## src/alvs_pkg.sv

```systemverilog
// Package for the acceleration-limited velocity smoother.
// Holds widths, register indexes and controller command types; no dependencies.
`default_nettype none
package alvs_pkg;
  localparam int VW = 32;
  localparam int FB = 16;
  localparam int DW = VW + 1;
  localparam int SW = 2 * VW + 2;
  localparam int LW = 31;
  localparam int RW = VW + 1;

  localparam logic [1:0] REG_MAX_LIN = 2'd0;
  localparam logic [1:0] REG_MAX_ANG = 2'd1;
  localparam logic [1:0] REG_BLEND = 2'd2;
  localparam logic [1:0] REG_PERIOD = 2'd3;

  typedef struct packed {
    logic       load;
    logic       vec_sel;
    logic       diff;
    logic       sq_start;
    logic       lim_mul;
    logic       root_start;
    logic       root_step;
    logic       div_start;
    logic       div_step;
    logic       blend_mul;
    logic       commit;
    logic [1:0] comp;
  } alvs_cmd_t;

  typedef struct packed {
    logic limit;
    logic root_done;
    logic div_done;
  } alvs_stat_t;
endpackage
`default_nettype wire

```

## src/alvs_ctrl.sv

```systemverilog
// Controller sequencer of the velocity smoother.
// Depends on alvs_pkg for command and status types.
`default_nettype none
module alvs_ctrl (
  input  wire                  clk,
  input  wire                  rst,
  input  wire                  in_fire,
  input  wire                  out_free,
  input  alvs_pkg::alvs_stat_t stat,
  output alvs_pkg::alvs_cmd_t  cmd,
  output logic                 busy,
  output logic                 out_set
);
  import alvs_pkg::*;

  typedef enum logic [9:0] {
    S_IDLE  = 10'b0000000001,
    S_DIFF  = 10'b0000000010,
    S_SQ    = 10'b0000000100,
    S_LIM   = 10'b0000001000,
    S_ROOT  = 10'b0000010000,
    S_DIVS  = 10'b0000100000,
    S_DIV   = 10'b0001000000,
    S_BLEND = 10'b0010000000,
    S_COMM  = 10'b0100000000,
    S_OUT   = 10'b1000000000
  } state_t;

  state_t state, state_next;
  logic vec, vec_next;
  logic [1:0] comp, comp_next;
  logic [1:0] sqc, sqc_next;

  always_ff @(posedge clk) begin
    if (rst) begin
      state <= S_IDLE;
      vec <= 1'b0;
      comp <= 2'd0;
      sqc <= 2'd0;
    end else begin
      state <= state_next;
      vec <= vec_next;
      comp <= comp_next;
      sqc <= sqc_next;
    end
  end

  always_comb begin
    state_next = state;
    vec_next = vec;
    comp_next = comp;
    sqc_next = sqc;
    cmd = '0;
    cmd.vec_sel = vec;
    cmd.comp = comp;
    out_set = 1'b0;
    busy = (state != S_IDLE);
    case (state)
      S_IDLE: begin
        if (in_fire) begin
          cmd.load = 1'b1;
          vec_next = 1'b0;
          state_next = S_DIFF;
        end
      end
      S_DIFF: begin
        cmd.diff = 1'b1;
        sqc_next = 2'd0;
        state_next = S_SQ;
      end
      S_SQ: begin
        cmd.sq_start = 1'b1;
        cmd.comp = sqc;
        sqc_next = sqc + 2'd1;
        if (sqc == 2'd2) state_next = S_LIM;
      end
      S_LIM: begin
        cmd.lim_mul = 1'b1;
        cmd.root_start = 1'b1;
        comp_next = 2'd0;
        state_next = S_ROOT;
      end
      S_ROOT: begin
        cmd.root_step = 1'b1;
        if (stat.root_done) state_next = S_DIVS;
      end
      S_DIVS: begin
        cmd.div_start = 1'b1;
        state_next = S_DIV;
      end
      S_DIV: begin
        cmd.div_step = 1'b1;
        if (!stat.limit || stat.div_done) state_next = S_BLEND;
      end
      S_BLEND: begin
        cmd.blend_mul = 1'b1;
        state_next = S_COMM;
      end
      S_COMM: begin
        cmd.commit = 1'b1;
        if (comp == 2'd2) begin
          comp_next = 2'd0;
          if (vec) state_next = S_OUT;
          else begin
            vec_next = 1'b1;
            state_next = S_DIFF;
          end
        end else begin
          comp_next = comp + 2'd1;
          state_next = S_DIVS;
        end
      end
      S_OUT: begin
        if (out_free) begin
          out_set = 1'b1;
          state_next = S_IDLE;
        end
      end
      default: state_next = S_IDLE;
    endcase
  end
endmodule
`default_nettype wire

```

## config.mk

```make
export PLATFORM = sky130hd
export DESIGN_NAME = alvs_ctrl
export DESIGN_NICKNAME = d
export VERILOG_FILES = /design/src/alvs_pkg.sv /design/src/alvs_ctrl.sv
export SDC_FILE = /design/constraint.sdc
export NUM_CORES = 1
export LEC_CHECK = 0
export BUFFER_PORTS_ARGS = -buffer_cell sky130_fd_sc_hd__buf_2
export CORE_MARGIN = 10
export CORE_UTILIZATION = 52
export DETAILED_ROUTE_END_ITERATION = 6
export GPL_TIMING_DRIVEN = 0
export PLACE_DENSITY = 0.83
export SYNTH_ARGS = -nofsm -noshare
export SYNTH_HDL_FRONTEND = slang
export SYNTH_SLANG_ARGS = --single-unit
```

## constraint.sdc

```tcl
create_clock -name clk -period 2.4 [get_ports clk]
set_input_delay 0.36 -clock clk [delete_from_list [all_inputs] [get_ports clk]]
set_output_delay 0.36 -clock clk [all_outputs]
set_load 0.01 [all_outputs]
```

# --- After elaboration in Yosys (flattened, before gate mapping) ---
# Cells that the tools add are included.
word_totals:
  ff_bits: 15
  output_inout_bits: 15
  word_cells: 59
op_classes:
  n_addsub: 2
  n_eq_ne: 19
  n_mux: 27
  n_reduce_logical: 7
ops:
  columns: ["operator", "n"]
  rows:
  - ["$pmux W10 S10", 1]
  - ["$mux W10", 7]
  - ["$mux W1", 13]
  - ["$ne A2 B2 Y1 const B", 6]
  - ["$eq A10 B1 Y1 const B", 1]
  - ["$eq A10 B10 Y1 const B", 1]
  - ["$eq A10 B2 Y1 const B", 1]
  - ["$eq A10 B3 Y1 const B", 1]
  - ["$eq A10 B4 Y1 const B", 1]
  - ["$eq A10 B5 Y1 const B", 1]
  - ["$eq A10 B6 Y1 const B", 1]
  - ["$eq A10 B7 Y1 const B", 1]
  - ["$eq A10 B8 Y1 const B", 1]
  - ["$eq A10 B9 Y1 const B", 1]
  - ["$ne A10 B1 Y1 const B", 1]
  - ["$pmux W2 S2", 2]
  - ["$mux W2", 3]
  - ["$reduce_bool A2 Y1", 3]
  - ["$reduce_and A5 Y1", 1]
  - ["$add A2 B1 Y2 const B", 2]
  - ["$eq A2 B2 Y1 const B", 2]
  - ["$reduce_and A3 Y1", 1]
  - ["$pmux W1 S2", 1]
  - ["$logic_not A1 Y1", 1]
  - ["$logic_or A1 B1 Y1", 1]

# --- Depth between registers and ports, before layout ---
# Gate-level depths: netlist (run 1).
logic_depth:
  depth_word: 4
  depth_mapped: 7
  depth_no_buf: 6

# --- Worst setup path before layout (run 1) ---
# OpenSTA, ideal clock, no wires.
synth_path:
  path_kind: "register -> output"
  start: "register state[6]"
  end: "output port cmd[8] (netlist name)"
  arrival_time_ps: 1573
  required_time_ps: 2040
  setup_slack_ps: 467
  stages_incl_launch_ff: 8
  n_path_buf: 3
  cell_sequence: "dfxtp_1 -> buf_2 -> nor4_4 -> buf_4 -> nand3_1 -> or3b_1 -> inv_1 -> buf_4"
synth_rtl:
  columns: ["element", "line_no", "text"]
  rows:
  - ["start: declaration", "alvs_ctrl.sv:29", "state_t state, state_next;"]
  - ["start signal: assignment", "alvs_ctrl.sv:41", "state <= state_next;"]
  - ["end: declaration", "alvs_ctrl.sv:10", "output alvs_pkg::alvs_cmd_t cmd,"]

==> results of run 1 <==
-- report_power, final --
| group | internal [mW] | switching [mW] |
|---|---|---|
| Clock | 0.0619 | 0.0879 |
| Sequential | 0.260 | 0.0138 |
| Combinational | 0.0776 | 0.113 |
| Total | 0.399 | 0.214 |
-- cells in the mapped netlist, drive strengths merged, types with 4 or more instances --
library cell and instances:
dfxtp 15, o21ai 4, nand4 4, nor3b 4, a21oi 9, nand2 9, buf 10, nor2b 4
nor2 12, nand4b 5, inv 9
-- cell families after synthesis --
| kind of cell | synth area share |
|---|---|
| buffers and inverters | 0.0946 |
| AND/OR/NAND/NOR | 0.402 |
| XOR/XNOR | 0.0262 |
| flip-flops | 0.299 |
| multiplexers | 0.0112 |
| AO/OA/AOI/OAI | 0.154 |
| adder cells (fa/ha/maj) | 0.0125 |
-- registers in the layout (all words and copies together), names as in the netlist --
register,count
comp,2
state,10
sqc,2
vec,1
-- worst paths after layout --
check / from / endpoint / slack (ns) / depth (start not counted)
setup / recovery: state[7] / cmd[8] / 0.07 / 7
hold reg to reg: sqc[0] / sqc[0] / 0.49 / 2
setup reg to reg: state[7] / comp[0] / 0.62 / 6
hold / removal: out_free / state[9] / 0.39 / 4
-- worst max-delay path, cell delays in order (launching register included) --
cell	delay (ns)
dfxtp_2	0.37
nor4_4	0.35
buf_6	0.19
nand3_1	0.09
or3b_1	0.40
inv_1	0.08
buf_4	0.10
buf_2	0.11
-- per-stage QoR --
stage          hold WS, ns  setup TNS (ns)  instances  power, mW
3_3_place_gp         0.461               0        170      0.446
5_1_grt              0.421         -0.0428        176      0.647
6_report             0.389               0        176      0.614
3_5_place_dp         0.473               0        170      0.453
2_1_floorplan        0.450               0        125      0.403
4_1_cts              0.388         -0.0310        175      0.604
-- metal layers --
layer  wire length (um)  global-route usage
met2               1210               0.213
met1               1150               0.156
met4                 50              0.0683
met3                181              0.0261
met5                  0                   0
-- layout make-up --
cell class | instances | area (um^2) | share of cell area
Clock buffer | 3 | 22.5 | 0.0190
Inverter | 9 | 33.8 | 0.0285
Sequential cell | 15 | 303 | 0.256
Clock inverter | 1 | 5.00 | 0.00422
Timing Repair Buffer | 22 | 115 | 0.0971
Multi-Input combinational cell | 91 | 609 | 0.514
Tap cell | 25 | 31.3 | 0.0264
Buffer | 10 | 65.1 | 0.0549
-- what timing repair did --
action | in CTS | in global routing
hold buffers | 0 | 0
pin swaps | 2 | 2
buffers inserted | 1 | 1
endpoints found under the setup margin | 3 | 4
resized for setup | 1 | 2
==> results.md, run 1 <==
* Warning count from the yosys run at 0
* Filler Cells Inserted at 156
* Placed cell area at 1140 um^2
* Top-Level Pins at 22
* Clock sink total at 15
* CTS H-tree depth at 1
* Fin area at 1180 um^2
* Total die area at 4090 um^2
* Setup ws final at 0.0669 ns
* Vias in the first global route at 986
* Crit start category: flip-flop
* Maximum clock rate at 429 MHz
* Initial Util at 0.564
* Minimum clock period at 2.33 ns
* Input/output buffers at 20
* First-pass GRT wire length at 4.48 mm
* Drt pass-1 iters at 4
* Final Util at 0.665
* DRC viols at 0
* Clock Skews at 0.00806 ns
* ANT cells at 0
* GPL Wtd Cong at 0.862
* DRT iter0 DRCs at 30
* All-Layer GR Usage at 0.130
* Crit. End Element: output port
* Site row count at 15
* Initial antenna violation count at 0
* Min-delay worst type: in2reg
* Total number of vias at 1019
* CP Class: reg2out
* Crit-path max FO at 10
* Layout net count at 160
* Post-synthesis register bit count at 15
* CP Data Required Time at 2.04 ns
* CTS Buf Count at 3
* Ys async rst share at 0
* Synth-to-Final Area Change at 17.9%
* PD cells at 518 nW/um^2
* Clock Pin Slew Worst Setup and Hold Paths at 0.10 ns
* Final Hold Viols at 0
* Cell area after synthesis at 1000 um^2
* Vias per cell at 5.79
* GRT overflow at 0
* Area leader, netlist: dfxtp_1
* Sequential area share after synthesis at 0.299
* Syn Nets at 133
* Static leakage at 0.560 nW
* DR WL/cell at 14.7 um
* Setup WS pre-CTS at 0.233 ns
* Routed wire length at 2.58 mm
* Most frequent cells in the layout: 24 x buf_2, 13 x dfxtp_1, 12 x nor2_1
* Final setup vio count at 0
* Number of synthesized flops with an enable pin at 0
* Detail Route Antenna Nets at 0
* Area share of the largest cell type after synthesis at 0.299
* Commonest non-fill, non-tap cell in the layout: buf_2
* DP HPWL at 1.92 mm
* CTS tree: yes
* Number of max-cap violations at 0
* Fraction of layout cells with a size suffix above 1 at 0.278
* Worst slew margin at 0.654
* Netlist cell types at 40
* Clock Latency Late Sink at 0.29 ns
* Synth area leaders: dfxtp_1 30%, a21oi_1 4.5%, nor2_1 4.5%
* Total core area at 1780 um^2
* Final max-slew violation count at 0
* RSZ-0062 raised after global routing: true
* Most used flip-flop cell after synthesis: dfxtp_1
* Mapped Cells at 125
* Largest net degree at the start of global routing at 11
* Worst Path Arrival at 1.97 ns
* Clk root buf: clkbuf_4
* Fin crit share at 0.972
* Avg Inst Size Synth at 8.04 um^2
* Clock Path Buffers at 2
* Die X at 64.0 um
* Peak VDD IR at 0.000348 V
* Die height at 64.0 um
* Outcome: finished, final reports clean
* Worst Max-Slew Pin Slew at 0.517 ns
Note: power is estimated with default switching activity, not from simulation.
==> inputs of run 2 (changes only) <==
Settings changed: RECOVER_POWER from default to 100.
==> results.md, run 2 (synthesis gave the netlist of run 1 again) <==
* Initial antenna violation count at 0 (unchanged)
* Crit start category: flip-flop
* R2R Setup Slk at 0.56 ns (-0.06 ns)
* Min Hold Slack at 0.383 ns (-0.00589 ns)
* RR Endpoint: state[0]
* Switch share at 0.352 (+0.00255)
* Worst slew margin at 0.664 (+0.0101)
* Synth-to-Final Area Change at 17.4%
* Final Hold Viols at 0 (unchanged)
* Detail Route Antenna Nets at 0 (unchanged)
* Peak VDD IR at 0.000351 V (+0.70%)
* Clock Pin Slew Worst Setup and Hold Paths at 0.10 ns (about the same)
* Most frequent cells in the layout: 23 x buf_2, 13 x dfxtp_1, 12 x nor2_1
* CP Class: reg2out
* Worst Max-Slew Pin Slew at 0.502 ns (-0.0151 ns)
* Clk root buf: clkbuf_4
* Clock Latency Late Sink at 0.29 ns (about the same)
* Min-delay worst type: in2reg
* Clock Skews at 0.00829 ns (+0.000232 ns)
* Net Switching at 0.215 mW (+0.17%)
* Total die area at 4090 um^2 (unchanged)
* First-pass GRT wire length at 4.48 mm (unchanged)
* Vias per cell at 5.82 (+0.59%)
* Fraction of layout cells with a size suffix above 1 at 0.265 (-0.0132)
* Final Util at 0.662 (-0.00281)
* Total core area at 1780 um^2 (unchanged)
* Crit path to: cmd[8]
* Hold-fix buffer count after cts at 0 (unchanged)
* Top-Level Pins at 22 (unchanged)
* Area of the multi-input gates at 609 um^2 (unchanged)
* P_int at 0.396 mW (-0.94%)
* Vias in the first global route at 986 (unchanged)
* DP HPWL at 1.92 mm (unchanged)
* Critical Path Source: state[7]
* Max reg flops at 10 (unchanged)
* Biggest regs: state (10), comp (2), sqc (2)
* Reg power frac at 0.448 (+0.002)
* Worst reg2reg path depth at 6 (unchanged)
* Minimum clock period at 2.34 ns (+0.0118 ns)
* Maximum clock rate at 426 MHz (-0.50%)
* Drt pass-1 iters at 4 (unchanged)
* Worst Path Arrival at 1.98 ns (about the same)
* GPL Wtd Cong at 0.862 (unchanged)
* Dpl cells at 170 (unchanged)
* Storage cell area at 303 um^2 (unchanged)
* Post-route insts no fill at 176 (unchanged)
* CTS H-tree depth at 1 (unchanged)
* Site row count at 15 (unchanged)
* DRC viols at 0 (unchanged)
* Total number of vias at 1025 (+0.59%)
* Crit-path max FO at 10 (unchanged)
* Initial Util at 0.564 (unchanged)
* Input/output buffers at 20 (unchanged)
* Logic pwr share at 0.305 (-0.005)
* Die height at 64.0 um (unchanged)
* Clock share of power at 0.248 (+0.004)
* DRT iter0 DRCs at 26 (-13%)
* All-Layer GR Usage at 0.130 (unchanged)
* PD cells at 517 nW/um^2 (-0.13%)
* CP Data Required Time at 2.04 ns (about the same)
* RSZ-0062 raised after global routing: true
* Number of max-cap violations at 0 (unchanged)
* Fin crit share at 0.977 (+0.00490)
* Layout net count at 160 (unchanged)
* FF-to-FF Start: state[3]
* Final max-slew violation count at 0 (unchanged)
* Final setup vio count at 0 (unchanged)
* Largest net degree at the start of global routing at 11 (unchanged)
* Outcome: finished, final reports clean
* Crit. End Element: output port
* Largest reg by FF count: state
* Clock Path Buffers at 2 (unchanged)
* CTS tree: yes
* DR WL/cell at 14.8 um (+0.77%)
* CTS Buf Count at 3 (unchanged)
* Clock sink total at 15 (unchanged)
* Filler Cells Inserted at 159 (+1.9%)
* Die X at 64.0 um (unchanged)
* ANT cells at 0 (unchanged)
* Commonest non-fill, non-tap cell in the layout: buf_2
* Routed wire length at 2.60 mm (+0.77%)
* Static leakage at 0.552 nW (-1.5%)
* GRT overflow at 0 (unchanged)
* Total power at 0.610 mW (-0.55%)
## run 2: changes by cell type in the layout (fill, tap and decap cells not counted), sizes merged
cell,change
clkbuf,+2
buf,-2
## run 2: power by group through the flow
stage	Clock (mW)	Combinational (mW)	Sequential [mW]
floorplan	0	0.128	0.274
global placement	0	0.168	0.277
detailed placement	0	0.176	0.277
CTS	0.151	0.181	0.272
global route	0.162	0.207	0.274
finish	0.151	0.186	0.273
## run 2: through the flow
step | setup WS, ns | instance area [um^2] | TNS (ns)
detailed placement | 0.233 | 1140 | 0
global route | -0.0428 | 1180 | -0.0820
CTS | -0.0310 | 1170 | -0.0310
floorplan | 0.467 | 1000 | 0
finish | 0.0551 | 1180 | 0
global placement | 0.301 | 1140 | 0
## run 2: repair_timing
item                       4_1_cts  5_1_grt
resized for setup                1        2
setup buffers                    1        1
setup endpoints to repair        3        4
pin swaps                        2        2
## run 2: critical path, cell delays in order, from the launching register on
cell and delay (ns):
dfxtp_2 0.37, nor4_4 0.35, buf_6 0.19, nand3_1 0.09, or3b_1 0.40, inv_1 0.08
buf_4 0.10, buf_2 0.11
## run 2: layout make-up
cell class | instances | area share
Buffer | 10 | 0.0551
Clock buffer | 3 | 0.0191
Clock inverter | 1 | 0.00424
Inverter | 9 | 0.0286
Multi-Input combinational cell | 91 | 0.516
Sequential cell | 15 | 0.257
Tap cell | 25 | 0.0265
Timing Repair Buffer | 22 | 0.0933
## run 2: layer usage
layer	vias to the layer above	GRT usage	routed length, um
li1	502	-	-
met1	483	0.156	1150
met2	34	0.213	1210
met3	6	0.0261	192
met4	0	0.0683	52
met5	-	0	0
## run 2: worst min-delay path by stage
stage | startpoint | to | slack [ns] | cells after the start
after floorplan | sqc[0] | sqc[0] | 0.45 | 2
after global routing | out_free | state[9] | 0.42 | 4
after detailed placement | sqc[0] | sqc[0] | 0.47 | 2
final | out_free | state[9] | 0.38 | 4
after global placement | sqc[0] | sqc[0] | 0.46 | 2
after CTS | out_free | state[9] | 0.39 | 4
